<file path="src/design/fsa_pkg.sv">
// ----------------------------------------------------------------------------
// fsa_pkg
// Shared constants, register codes and types for the framebuffer scanout
// address block.
// ----------------------------------------------------------------------------
package fsa_pkg;

    // Width of the region scan window in video clocks.
    localparam int unsigned SCAN_WIDTH = 640;

    // Region scan window origins and heights.
    localparam logic [9:0] NTSC_HSTART = 10'd108;
    localparam logic [9:0] PAL_HSTART  = 10'd128;
    localparam logic [9:0] NTSC_VSTART = 10'd34;
    localparam logic [9:0] PAL_VSTART  = 10'd44;
    localparam logic [9:0] NTSC_VLEN   = 10'd480;
    localparam logic [9:0] PAL_VLEN    = 10'd576;

    // Fixed-point fraction widths of the vertical and horizontal source positions.
    localparam int unsigned Y_FRAC_SHIFT = 11;
    localparam int unsigned X_FRAC_SHIFT = 10;

    // Widest configuration register.
    localparam int unsigned CFG_DATA_W = 28;

    // Configuration register indexes.
    typedef enum logic [2:0] {
        CFG_ORIGIN_ADDRESS = 3'd0,
        CFG_LINE_PITCH     = 3'd1,
        CFG_H_VIDEO        = 3'd2,
        CFG_V_VIDEO        = 3'd3,
        CFG_X_SCALE        = 3'd4,
        CFG_Y_SCALE        = 3'd5,
        CFG_COLOR_MODE     = 3'd6,
        CFG_PAL_MODE       = 3'd7
    } cfg_index_t;

    // Color modes; the two lower codes are blank.
    localparam logic [1:0] COLOR_15BPP = 2'd2;
    localparam logic [1:0] COLOR_24BPP = 2'd3;

    // Item kinds.
    localparam logic KIND_LOCATE  = 1'b0;
    localparam logic KIND_CONVERT = 1'b1;

    // Configuration register file contents.
    typedef struct packed {
        logic [23:0] origin_address;
        logic [11:0] line_pitch;
        logic [25:0] h_video;
        logic [25:0] v_video;
        logic [27:0] x_scale;
        logic [27:0] y_scale;
        logic [1:0]  color_mode;
        logic        pal_mode;
    } cfg_t;

    // Widens a 5-bit color channel to 8 bits by bit replication.
    function automatic logic [7:0] widen5(input logic [4:0] v);
        return {v, v[4:2]};
    endfunction

endpackage

</file>
<file path="src/design/fsa_regs.sv">
// ----------------------------------------------------------------------------
// fsa_regs
// Configuration register file, written through its own valid/ready channel.
// ----------------------------------------------------------------------------
module fsa_regs (
    input  logic                              aclk,
    input  logic                              aresetn,
    input  logic                              cfg_valid,
    output logic                              cfg_ready,
    input  logic [2:0]                        cfg_index,
    input  logic [fsa_pkg::CFG_DATA_W-1:0]    cfg_data,
    output fsa_pkg::cfg_t                     cfg
);

    fsa_pkg::cfg_t cfg_reg;
    fsa_pkg::cfg_t cfg_next;

    // Writes complete in the cycle they are offered.
    assign cfg_ready = 1'b1;
    assign cfg       = cfg_reg;

    always_comb begin
        cfg_next = cfg_reg;
        if (cfg_valid) begin
            case (fsa_pkg::cfg_index_t'(cfg_index))
                fsa_pkg::CFG_ORIGIN_ADDRESS: cfg_next.origin_address = cfg_data[23:0];
                fsa_pkg::CFG_LINE_PITCH:     cfg_next.line_pitch     = cfg_data[11:0];
                fsa_pkg::CFG_H_VIDEO:        cfg_next.h_video        = cfg_data[25:0];
                fsa_pkg::CFG_V_VIDEO:        cfg_next.v_video        = cfg_data[25:0];
                fsa_pkg::CFG_X_SCALE:        cfg_next.x_scale        = cfg_data[27:0];
                fsa_pkg::CFG_Y_SCALE:        cfg_next.y_scale        = cfg_data[27:0];
                fsa_pkg::CFG_COLOR_MODE:     cfg_next.color_mode     = cfg_data[1:0];
                fsa_pkg::CFG_PAL_MODE:       cfg_next.pal_mode       = cfg_data[0];
                default:                     cfg_next                = cfg_reg;
            endcase
        end
    end

    always_ff @(posedge aclk) begin
        if (!aresetn) begin
            cfg_reg <= '0;
        end else begin
            cfg_reg <= cfg_next;
        end
    end

endmodule

</file>
<file path="src/design/fsa_pipe.sv">
// ----------------------------------------------------------------------------
// fsa_pipe
// Four-stage locate and convert datapath with per-stage valid bits and stall.
// ----------------------------------------------------------------------------
module fsa_pipe (
    input  logic           aclk,
    input  logic           aresetn,
    input  fsa_pkg::cfg_t  cfg,
    input  logic           s_valid,
    output logic           s_ready,
    input  logic           s_kind,
    input  logic [9:0]     s_screen_x,
    input  logic [9:0]     s_screen_y,
    input  logic           s_field,
    input  logic [31:0]    s_pixel_word,
    output logic           m_valid,
    input  logic           m_ready,
    output logic           m_visible,
    output logic [31:0]    m_fetch_address,
    output logic [9:0]     m_out_x,
    output logic [9:0]     m_out_y,
    output logic [7:0]     m_red,
    output logic [7:0]     m_green,
    output logic [7:0]     m_blue
);

    typedef struct packed {
        logic       vis;
        logic [9:0] out_x;
        logic [9:0] out_y;
        logic [9:0] dx;
        logic [9:0] dy;
        logic [7:0] red;
        logic [7:0] green;
        logic [7:0] blue;
    } st1_t;

    typedef struct packed {
        logic        vis;
        logic [9:0]  out_x;
        logic [9:0]  out_y;
        logic [21:0] y0;
        logic [21:0] x0;
        logic [7:0]  red;
        logic [7:0]  green;
        logic [7:0]  blue;
    } st2_t;

    typedef struct packed {
        logic        vis;
        logic [9:0]  out_x;
        logic [9:0]  out_y;
        logic [22:0] row_off;
        logic [11:0] col;
        logic [7:0]  red;
        logic [7:0]  green;
        logic [7:0]  blue;
    } st3_t;

    typedef struct packed {
        logic        vis;
        logic [31:0] addr;
        logic [9:0]  out_x;
        logic [9:0]  out_y;
        logic [7:0]  red;
        logic [7:0]  green;
        logic [7:0]  blue;
    } st4_t;

    logic v1_reg, v2_reg, v3_reg, v4_reg;
    logic v1_next, v2_next, v3_next, v4_next;
    st1_t s1_reg, s1_next;
    st2_t s2_reg, s2_next;
    st3_t s3_reg, s3_next;
    st4_t s4_reg, s4_next;
    logic en1, en2, en3, en4;

    // Stage 1 window terms.
    logic [9:0]  hs0, vs0, vlen, hstart, hend, dx0;
    logic [10:0] hs1, vs1, vstart, vend, dx1, dy0, dy1, dy_full;
    logic        vis1;

    // Stage 4 byte offsets.
    logic [24:0] row_bytes;
    logic [13:0] col_bytes;

    // A stage takes a new item when it is empty or its item moves on.
    assign en4     = !v4_reg || m_ready;
    assign en3     = !v3_reg || en4;
    assign en2     = !v2_reg || en3;
    assign en1     = !v1_reg || en2;
    assign s_ready = en1;

    assign v1_next = en1 ? s_valid : v1_reg;
    assign v2_next = en2 ? v1_reg  : v2_reg;
    assign v3_next = en3 ? v2_reg  : v3_reg;
    assign v4_next = en4 ? v3_reg  : v4_reg;

    // Stage 1: active window test, coordinates and pixel conversion.
    always_comb begin
        hs0    = cfg.pal_mode ? fsa_pkg::PAL_HSTART : fsa_pkg::NTSC_HSTART;
        vs0    = cfg.pal_mode ? fsa_pkg::PAL_VSTART : fsa_pkg::NTSC_VSTART;
        vlen   = cfg.pal_mode ? fsa_pkg::PAL_VLEN   : fsa_pkg::NTSC_VLEN;
        hs1    = {1'b0, hs0} + 11'(fsa_pkg::SCAN_WIDTH);
        vs1    = {1'b0, vs0} + {1'b0, vlen};
        hstart = cfg.h_video[25:16];
        hend   = cfg.h_video[9:0];
        vstart = {1'b0, cfg.v_video[25:16]} + {9'd0, s_field, 1'b0};
        vend   = {1'b0, cfg.v_video[9:0]}   + {9'd0, s_field, 1'b0};
        dx0    = (hs0 > hstart) ? hs0 : hstart;
        dx1    = (hs1 < {1'b0, hend}) ? hs1 : {1'b0, hend};
        dy0    = ({1'b0, vs0} > vstart) ? {1'b0, vs0} : vstart;
        dy1    = (vs1 < vend) ? vs1 : vend;
        vis1   = cfg.color_mode[1]
              && (s_screen_x >= dx0) && ({1'b0, s_screen_x} < dx1)
              && ({1'b0, s_screen_y} >= dy0) && ({1'b0, s_screen_y} < dy1);
        dy_full = {1'b0, s_screen_y} - vstart;

        s1_next = s1_reg;
        if (en1 && s_valid) begin
            s1_next = '0;
            if (s_kind == fsa_pkg::KIND_CONVERT) begin
                case (cfg.color_mode)
                    fsa_pkg::COLOR_15BPP: begin
                        s1_next.red   = fsa_pkg::widen5(s_pixel_word[15:11]);
                        s1_next.green = fsa_pkg::widen5(s_pixel_word[10:6]);
                        s1_next.blue  = fsa_pkg::widen5(s_pixel_word[5:1]);
                    end
                    fsa_pkg::COLOR_24BPP: begin
                        s1_next.red   = s_pixel_word[31:24];
                        s1_next.green = s_pixel_word[23:16];
                        s1_next.blue  = s_pixel_word[15:8];
                    end
                    default: begin
                        s1_next.red   = 8'd0;
                        s1_next.green = 8'd0;
                        s1_next.blue  = 8'd0;
                    end
                endcase
            end else begin
                s1_next.vis   = vis1;
                s1_next.out_x = s_screen_x - hs0;
                s1_next.out_y = s_screen_y - vs0;
                s1_next.dx    = s_screen_x - hstart;
                s1_next.dy    = dy_full[9:0];
            end
        end
    end

    // Stage 2: fixed-point source positions.
    always_comb begin
        s2_next = s2_reg;
        if (en2 && v1_reg) begin
            s2_next.vis   = s1_reg.vis;
            s2_next.out_x = s1_reg.out_x;
            s2_next.out_y = s1_reg.out_y;
            s2_next.red   = s1_reg.red;
            s2_next.green = s1_reg.green;
            s2_next.blue  = s1_reg.blue;
            s2_next.y0    = {10'd0, cfg.y_scale[27:16]} + (cfg.y_scale[11:0] * s1_reg.dy);
            s2_next.x0    = {10'd0, cfg.x_scale[27:16]} + (cfg.x_scale[11:0] * s1_reg.dx);
        end
    end

    // Stage 3: source row times line pitch, source column.
    always_comb begin
        s3_next = s3_reg;
        if (en3 && v2_reg) begin
            s3_next.vis     = s2_reg.vis;
            s3_next.out_x   = s2_reg.out_x;
            s3_next.out_y   = s2_reg.out_y;
            s3_next.red     = s2_reg.red;
            s3_next.green   = s2_reg.green;
            s3_next.blue    = s2_reg.blue;
            s3_next.row_off = s2_reg.y0[21:fsa_pkg::Y_FRAC_SHIFT] * cfg.line_pitch;
            s3_next.col     = s2_reg.x0[21:fsa_pkg::X_FRAC_SHIFT];
        end
    end

    // Stage 4: byte address, scaled by 4 bytes per pixel in 24bpp, else 2.
    always_comb begin
        row_bytes = cfg.color_mode[0] ? {s3_reg.row_off, 2'b00} : {1'b0, s3_reg.row_off, 1'b0};
        col_bytes = cfg.color_mode[0] ? {s3_reg.col, 2'b00}     : {1'b0, s3_reg.col, 1'b0};
        s4_next = s4_reg;
        if (en4 && v3_reg) begin
            s4_next.vis   = s3_reg.vis;
            s4_next.out_x = s3_reg.out_x;
            s4_next.out_y = s3_reg.out_y;
            s4_next.red   = s3_reg.red;
            s4_next.green = s3_reg.green;
            s4_next.blue  = s3_reg.blue;
            s4_next.addr  = s3_reg.vis
                          ? ({8'd0, cfg.origin_address} + {7'd0, row_bytes} + {18'd0, col_bytes})
                          : 32'd0;
        end
    end

    always_ff @(posedge aclk) begin
        if (!aresetn) begin
            v1_reg <= 1'b0;
            v2_reg <= 1'b0;
            v3_reg <= 1'b0;
            v4_reg <= 1'b0;
        end else begin
            v1_reg <= v1_next;
            v2_reg <= v2_next;
            v3_reg <= v3_next;
            v4_reg <= v4_next;
        end
    end

    always_ff @(posedge aclk) begin
        s1_reg <= s1_next;
        s2_reg <= s2_next;
        s3_reg <= s3_next;
        s4_reg <= s4_next;
    end

    assign m_valid         = v4_reg;
    assign m_visible       = s4_reg.vis;
    assign m_fetch_address = s4_reg.addr;
    assign m_out_x         = s4_reg.out_x;
    assign m_out_y         = s4_reg.out_y;
    assign m_red           = s4_reg.red;
    assign m_green         = s4_reg.green;
    assign m_blue          = s4_reg.blue;

    // A visible result comes from a locate item and carries no color.
    a_visible_no_color: assert property (@(posedge aclk) disable iff (!aresetn)
        (v4_reg && s4_reg.vis) |-> (s4_reg.red == 8'd0 && s4_reg.green == 8'd0
                                    && s4_reg.blue == 8'd0))
        else $error("visible result carries color");

    // Only drawing modes mark a position visible.
    a_vis_needs_draw: assert property (@(posedge aclk) disable iff (!aresetn)
        (v1_reg && s1_reg.vis) |-> cfg.color_mode[1])
        else $error("visible position in blank mode");

    // An item that leaves stage 2 arrives in stage 3 unchanged in visibility.
    a_stage3_transfer: assert property (@(posedge aclk) disable iff (!aresetn)
        (v2_reg && en3) |=> (v3_reg && s3_reg.vis == $past(s2_reg.vis)))
        else $error("item lost between stages 2 and 3");

    // A stalled output item stays in place.
    a_output_held: assert property (@(posedge aclk) disable iff (!aresetn)
        (v4_reg && !m_ready) |=> (v4_reg && $stable(s4_reg)))
        else $error("stalled result changed");

endmodule

</file>
<file path="src/design/framebuffer_scanout_address.sv">
// ----------------------------------------------------------------------------
// framebuffer_scanout_address
// Framebuffer scanout locator and pixel converter, top level.
// ----------------------------------------------------------------------------
// Each accepted input item yields exactly one result item, and a new item can
// be accepted in every cycle unless the result channel holds the flow: the
// datapath is a four-stage pipeline (window test and color conversion,
// fixed-point source position multiply, row-times-pitch multiply, address sum)
// whose valid bits travel with the data. Back-pressure on the result channel
// stalls the pipeline stage by stage, so bubbles are squeezed out and no item
// is lost or repeated. Configuration registers are written through their own
// channel, which is always ready; a write takes effect on the next cycle and
// should be issued only while no items are in flight.
// ----------------------------------------------------------------------------
module framebuffer_scanout_address (
    input  logic                            aclk,
    input  logic                            aresetn,
    // Configuration write channel.
    input  logic                            cfg_valid,
    output logic                            cfg_ready,
    input  logic [2:0]                      cfg_index,
    input  logic [fsa_pkg::CFG_DATA_W-1:0]  cfg_data,
    // Input item channel.
    input  logic                            s_valid,
    output logic                            s_ready,
    input  logic                            s_kind,
    input  logic [9:0]                      s_screen_x,
    input  logic [9:0]                      s_screen_y,
    input  logic                            s_field,
    input  logic [31:0]                     s_pixel_word,
    // Result item channel.
    output logic                            m_valid,
    input  logic                            m_ready,
    output logic                            m_visible,
    output logic [31:0]                     m_fetch_address,
    output logic [9:0]                      m_out_x,
    output logic [9:0]                      m_out_y,
    output logic [7:0]                      m_red,
    output logic [7:0]                      m_green,
    output logic [7:0]                      m_blue
);

    // Current register contents, shared by every pipeline stage.
    fsa_pkg::cfg_t cfg;

    fsa_regs u_regs (
        .aclk      (aclk),
        .aresetn   (aresetn),
        .cfg_valid (cfg_valid),
        .cfg_ready (cfg_ready),
        .cfg_index (cfg_index),
        .cfg_data  (cfg_data),
        .cfg       (cfg)
    );

    // The pipeline reads the registers directly; the user must hold them still
    // while items are in flight, as the block itself does not enforce it.
    fsa_pipe u_pipe (
        .aclk            (aclk),
        .aresetn         (aresetn),
        .cfg             (cfg),
        .s_valid         (s_valid),
        .s_ready         (s_ready),
        .s_kind          (s_kind),
        .s_screen_x      (s_screen_x),
        .s_screen_y      (s_screen_y),
        .s_field         (s_field),
        .s_pixel_word    (s_pixel_word),
        .m_valid         (m_valid),
        .m_ready         (m_ready),
        .m_visible       (m_visible),
        .m_fetch_address (m_fetch_address),
        .m_out_x         (m_out_x),
        .m_out_y         (m_out_y),
        .m_red           (m_red),
        .m_green         (m_green),
        .m_blue          (m_blue)
    );

endmodule
</file>
<file path="config.mk">
export PLATFORM = sky130hd
export DESIGN_NAME = framebuffer_scanout_address
export DESIGN_NICKNAME = d
export VERILOG_FILES = /design/src/design/fsa_pkg.sv /design/src/design/fsa_regs.sv /design/src/design/fsa_pipe.sv /design/src/design/framebuffer_scanout_address.sv
export SDC_FILE = /design/constraint.sdc
export NUM_CORES = 2
export LEC_CHECK = 0
export BUFFER_PORTS_ARGS = -buffer_cell sky130_fd_sc_hd__buf_2
export CAP_MARGIN = 10
export CELL_PAD_IN_SITES_DETAIL_PLACEMENT = 1
export CELL_PAD_IN_SITES_GLOBAL_PLACEMENT = 1
export CORE_MARGIN = 2
export CORE_UTILIZATION = 50
export CTS_BUF_LIST = sky130_fd_sc_hd__clkbuf_16
export DETAILED_ROUTE_END_ITERATION = 6
export PLACE_DENSITY = 0.82
export SLEW_MARGIN = 40
export SYNTH_ARGS = -nofsm -noshare
export SYNTH_HDL_FRONTEND = slang
export SYNTH_SLANG_ARGS = --single-unit
</file>
<file path="constraint.sdc">
create_clock -name aclk -period 7.1 [get_ports aclk]
set_clock_uncertainty 0.2 [all_clocks]
set_input_delay 0.355 -clock aclk [delete_from_list [all_inputs] [get_ports aclk]]
set_output_delay 0.355 -clock aclk [all_outputs]
set_load 0.01 [all_outputs]
</file>
Yosys cells after proc, flatten, opt, wreduce, memory -nomap -nowiden
Index checks and enable logic that the tools add are counted.

Register bits: 462. Input port bits: 90. Output and inout port bits: 80. Word-level logic and storage cells: 110.

Add/sub/neg operators: 12. Multipliers: 3. $lt $le $gt $ge: 8. Eq/ne operators: 9. Mux-type cells: 10. Reductions and logical operators: 25.

Operators with widths (number): $pmux W24 S2 (1); $add A12 B22 Y22 (2); $mul A12 B10 Y22 (2); $sub A10 B10 Y10 (4); $mux W11 (3); $add A32 B14 Y32 (1); $add A24 B25 Y26 (1); $mux W25 (1); $mul A11 B12 Y23 (1); $add A10 B2 Y11 (2); $lt A10 B11 Y1 (2); $mux W10 (2); $reduce_and A2 Y1 (8); $mux W14 (1); $eq A3 B3 Y1 const B (4); $add A10 B10 Y11 (1); $add A10 B10 Y11 const B (1); $ge A10 B11 Y1 (1); $gt A6 B11 Y1 (1); $lt A11 B10 Y1 (1); $lt A11 B11 Y1 (1); $ge A10 B10 Y1 (1); $gt A10 B10 Y1 (1); $logic_and A1 B1 Y1 (8); 8 further kinds (16).

Longest topological paths before layout
Word-level depth: 8. Mapped depth: 22. Depth with buffers taken out: 21.

By module
Synthesis repeated with hierarchy kept, for this count alone.

Cell total of the unflattened synthesis: 2979. Area, all modules: 31861.8 um^2.

Modules (own cells, without submodules): fsa_pipe (instances 1, cells each 2465, area an instance 26511.7 um^2, sequential area each 8608.3 um^2); fsa_regs (instances 1, cells each 514, area an instance 5350.1 um^2, sequential area each 2942.8 um^2).

Least setup slack after synthesis
OpenSTA, ideal clock, no wires.

Path kind: reg2reg. From: reg u_pipe.v4_reg, in the netlist u_pipe.m_valid. To: reg u_pipe.s2_reg[0] (netlist name), enable pin. Setup time: 0.598 ns. Arrival: 5.667 ns. Required time: 6.302 ns. Slack: 0.635 ns. Cell stages (with the launch flop): 4. Path buffers: 0. Period minus slack after synthesis: 6.465 ns. Cell sequence: dfxtp_1 > nor2b_1 > and2_0 > a21boi_0.

Longest elaborated chain between the ends: 5.

RTL lines: start, declared (RTL line fsa_pipe.sv:70) `logic v1_reg, v2_reg, v3_reg, v4_reg;`; start signal, assigned (RTL line fsa_pipe.sv:208) `v4_reg <= v4_next;`; $logic_not A1 Y1 (RTL line fsa_pipe.sv:88) `assign en4 = !v4_reg || m_ready;`; $logic_or A1 B1 Y1 (RTL line fsa_pipe.sv:88); $logic_or A1 B1 Y1 (RTL line fsa_pipe.sv:89) `assign en3 = !v3_reg || en4;`; $logic_or A1 B1 Y1 (RTL line fsa_pipe.sv:90) `assign en2 = !v2_reg || en3;`; $logic_and A1 B1 Y1 (RTL line fsa_pipe.sv:153) `if (en2 && v1_reg) begin`; end signal, assigned (RTL line fsa_pipe.sv:214) `s2_reg <= s2_next;`; end, declared (RTL line fsa_pipe.sv:73) `st2_t s2_reg, s2_next;`.

No other way between the ends. A chain may end at the register's enable or synchronous reset.

Final worst setup path
From: reg u_pipe.s1_reg[27] (netlist name). To: reg u_pipe.s2_reg[67] (netlist name), data pin.

Longest elaborated chain between the ends: 2.

RTL lines: start, declared (RTL line fsa_pipe.sv:72) `st1_t s1_reg, s1_next;`; start signal, assigned (RTL line fsa_pipe.sv:213) `s1_reg <= s1_next;`; $mul A12 B10 Y22 (RTL line fsa_pipe.sv:160) `s2_next.y0 = {10'd0, cfg.y_scale[27:16]} + (cfg.y_scale[11:0] * s1_reg.dy);`; $add A12 B22 Y22 (RTL line fsa_pipe.sv:160).

No other way between the ends.

==> out/results.ini <==
[outcome]
status = complete, no violations

[clock_tree]
cts_tree = yes
cts_root_buffer = clkbuf_16
cts.sinks = 416
post_cts_buffers = 0
hold_buffers = 68
cts_buffers = 47
clkTransAtPathRegs_ns = 0.06
cts_resized = 0
clkLatencyLatePin_ns = 0.60
cts_buffer_depth = 3
h-tree-depth = 2

[drt]
met1_length_mm = 35.03
wl_met2_mm = 43.27
wl_mm = 84.90
highest_layer = met5
dr_total_vias = 22832
ant_nets = 0
avgRoutedWirePerCell_um = 20.31
drt_iter0_drc = 991
met3_length_mm = 4.114
firstDrtPassIters = 5
drc = 0
vias_per_cell = 5.462

[die]
core_area_um2 = 62620
rows = 92
io_pins = 170
die_y_um = 255.0
start_util = 0.5030
die_area_um2 = 65020
die_width_um = 255.0

[place]
portBuffers = 162
hpwl_mm = 63.37
dpl_cell_area_um2 = 33080
place_congestion = 0.8770
dp_cells = 4025
dpl_worst_slack_ns = 0.5694

[synthesis]
synth_seq_cells = 416
yosys_most_used_dff = edfxtp_1
synth_cell_type_count = 70
synth_edf_count = 285
ys_seq_area_frac = 0.3550
synth_top_cell_by_area = edfxtp_1
syn_inst = 3129
avgSynthCellArea_um2 = 10.07
synth_top_area_frac = 0.2717
synth_area_um2 = 31500
synth_async_sr_flop_share = 0
netlist_top_cells_area = edfxtp_1 (27%), fa_1 (17%), ha_1 (12%)
yosys_warnings = 0

[setup_path]
path_class = reg -> reg
critPathArrivalTime_ns = 6.71
worstSetupStartpointType = register
endpoint_kind = register
critPathMaxFanout = 12
required_ns = 7.25

[timing]
clock.fmax_ghz = 0.1525
rsz0062_at_grt = false
hold_violations = 0
relSlewSlack = 0.4322
min_period_ns = 6.559
fin_hold_ws_ns = 0.01940
min_period_over_period = 0.9238
maxSlewViolCount = 0
worst_pin_slew_ns = 0.8518
fin_ws_ns = 0.5411
tns_ns = 0
setup_viol = 0

[layout]
instances_no_fill = 4180
fin_area_um2 = 35250
largest_register_ffs = 127
layout-drive-gt1-share = 0.09211
synthToLayoutAreaGrowth_pct = 11.90
fin_util = 0.5628
nNetsFinal = 3957

[power_and_ir_drop]
power_mw = 5.783
power_density_nw_per_um2 = 164.1
p_leak_nw = 15.82
vdd_drop_max_v = 0.0002148

[global_route]
grt_start_max_net_pins = 120
grt_usage = 0.2683
grt_overflow = 0
grt_pass1_wl_mm = 135.6
antenna_found_initial = 4
grt_pass1_vias = 25486

[min_path]
hold_path_class = in -> reg

[run]
cap_violations = 0

[placed cells by master, fill, tap and decap left out, types with 5 or more instances in the layout]
cell           instances
nand2b_1              33
a21o_1                37
o21ai_1                5
conb_1                 7
xnor2_1               71
and2_1               188
o211ai_1               9
nand2_1              534
nand3_1               30
clkinv_1              11
a31oi_1                6
fa_1                 273
mux2i_1               12
o21bai_1               8
ha_1                 298
edfxtp_1             285
mux2_2                36
buf_2                161
or3_1                  8
inv_1                400
nor2b_1               35
o31ai_1                6
clkbuf_16             51
nand4_1               14
a21oi_1              115
o21a_1                17
dlygate4sd3_1         68
nor2_1               117
buf_4                 12
o21ai_0               52
and3_1                15
dfxtp_1              130
nor3_1                23
or2_2                  5
xor2_1                35
a211o_1                6
a211oi_1               9
a21boi_0             132
[synthesized netlist by cell type (all sizes together), types with 9 or more instances]
cell type  number
o211ai          9
clkbuf        125
nand2b         33
xnor2          71
nand3          33
a21o           37
nor3           25
a21oi         116
a21boi        134
and2          189
o21a           17
and3           15
nand2         536
xor2           36
inv           391
a211oi         10
nor2b          37
fa            273
nand4          15
o21ai          57
edfxtp        285
ha            298
nor2          117
mux2           36
mux2i          12
dfxtp         131
[critical path, stage by stage (launching register included)]
cell	delay [ns]
edfxtp_1	0.67
nand2_1	0.18
fa_1	0.55
inv_1	0.05
fa_1	0.49
inv_1	0.05
fa_1	0.47
inv_1	0.05
fa_1	0.55
inv_1	0.06
fa_1	0.52
inv_1	0.04
ha_1	0.31
a2111oi_2	0.45
a21o_1	0.18
o21ai_1	0.14
a221o_1	0.40
a41o_1	0.30
o41a_1	0.36
a21oi_1	0.19
xnor2_1	0.08
[logic make-up (layout without fill, tap and decap cells)]
family          count (synthesis)  after routing  share of synthesized area
simple gates                 1027           1027                     0.1513
fa+ha+maj                     571            571                     0.2919
buf+inv                       525            724                    0.06328
compound gates                433            433                    0.09160
flops                         416            416                     0.3550
xor+xnor                      107            107                    0.02999
mux                            48             48                    0.01668
other cells                     2              8                  0.0002384
[cell type report]
| class | instances | area (um^2) |
|---|---|---|
| diodes | 1 | 2.502 |
| clock buffers | 51 | 1276 |
| clock inverters | 35 | 185.2 |
| fillers | 6924 | 27380 |
| inverters | 392 | 1471 |
| multi-input cells | 2193 | 18420 |
| flip-flops and latches | 416 | 11180 |
| well taps | 846 | 1059 |
| repair buffers | 246 | 1649 |
[worst paths after layout]
path,from,to,slack [ns],cells past startpoint
max,u_pipe.s1_reg[27]$_SDFFCE_PP0P_,u_pipe.s2_reg[67]$_DFFE_PP_,0.54,20
min,s_pixel_word[15],u_pipe.s1_reg[18]$_SDFFCE_PN0P_,0.02,3
max reg2reg,u_pipe.s1_reg[27]$_SDFFCE_PP0P_,u_pipe.s2_reg[67]$_DFFE_PP_,0.54,20
min reg2reg,u_pipe.s2_reg[36]$_DFFE_PP_,u_pipe.s3_reg[26]$_DFFE_PP_,0.21,0
[where the power goes]
group	internal, mW	switching, mW
registers	2.68	0.0888
logic	0.275	0.424
clock network	1.30	1.02
total	4.25	1.53
[per-layer routing]
metal | vias up | GRT usage
met2 | 516 | 0.4887
met5 | - | 0
met4 | 6 | 0.08538
met1 | 11565 | 0.3244
met3 | 165 | 0.04190
li1 | 10580 | -
Power figures use the tool's default switching activity.
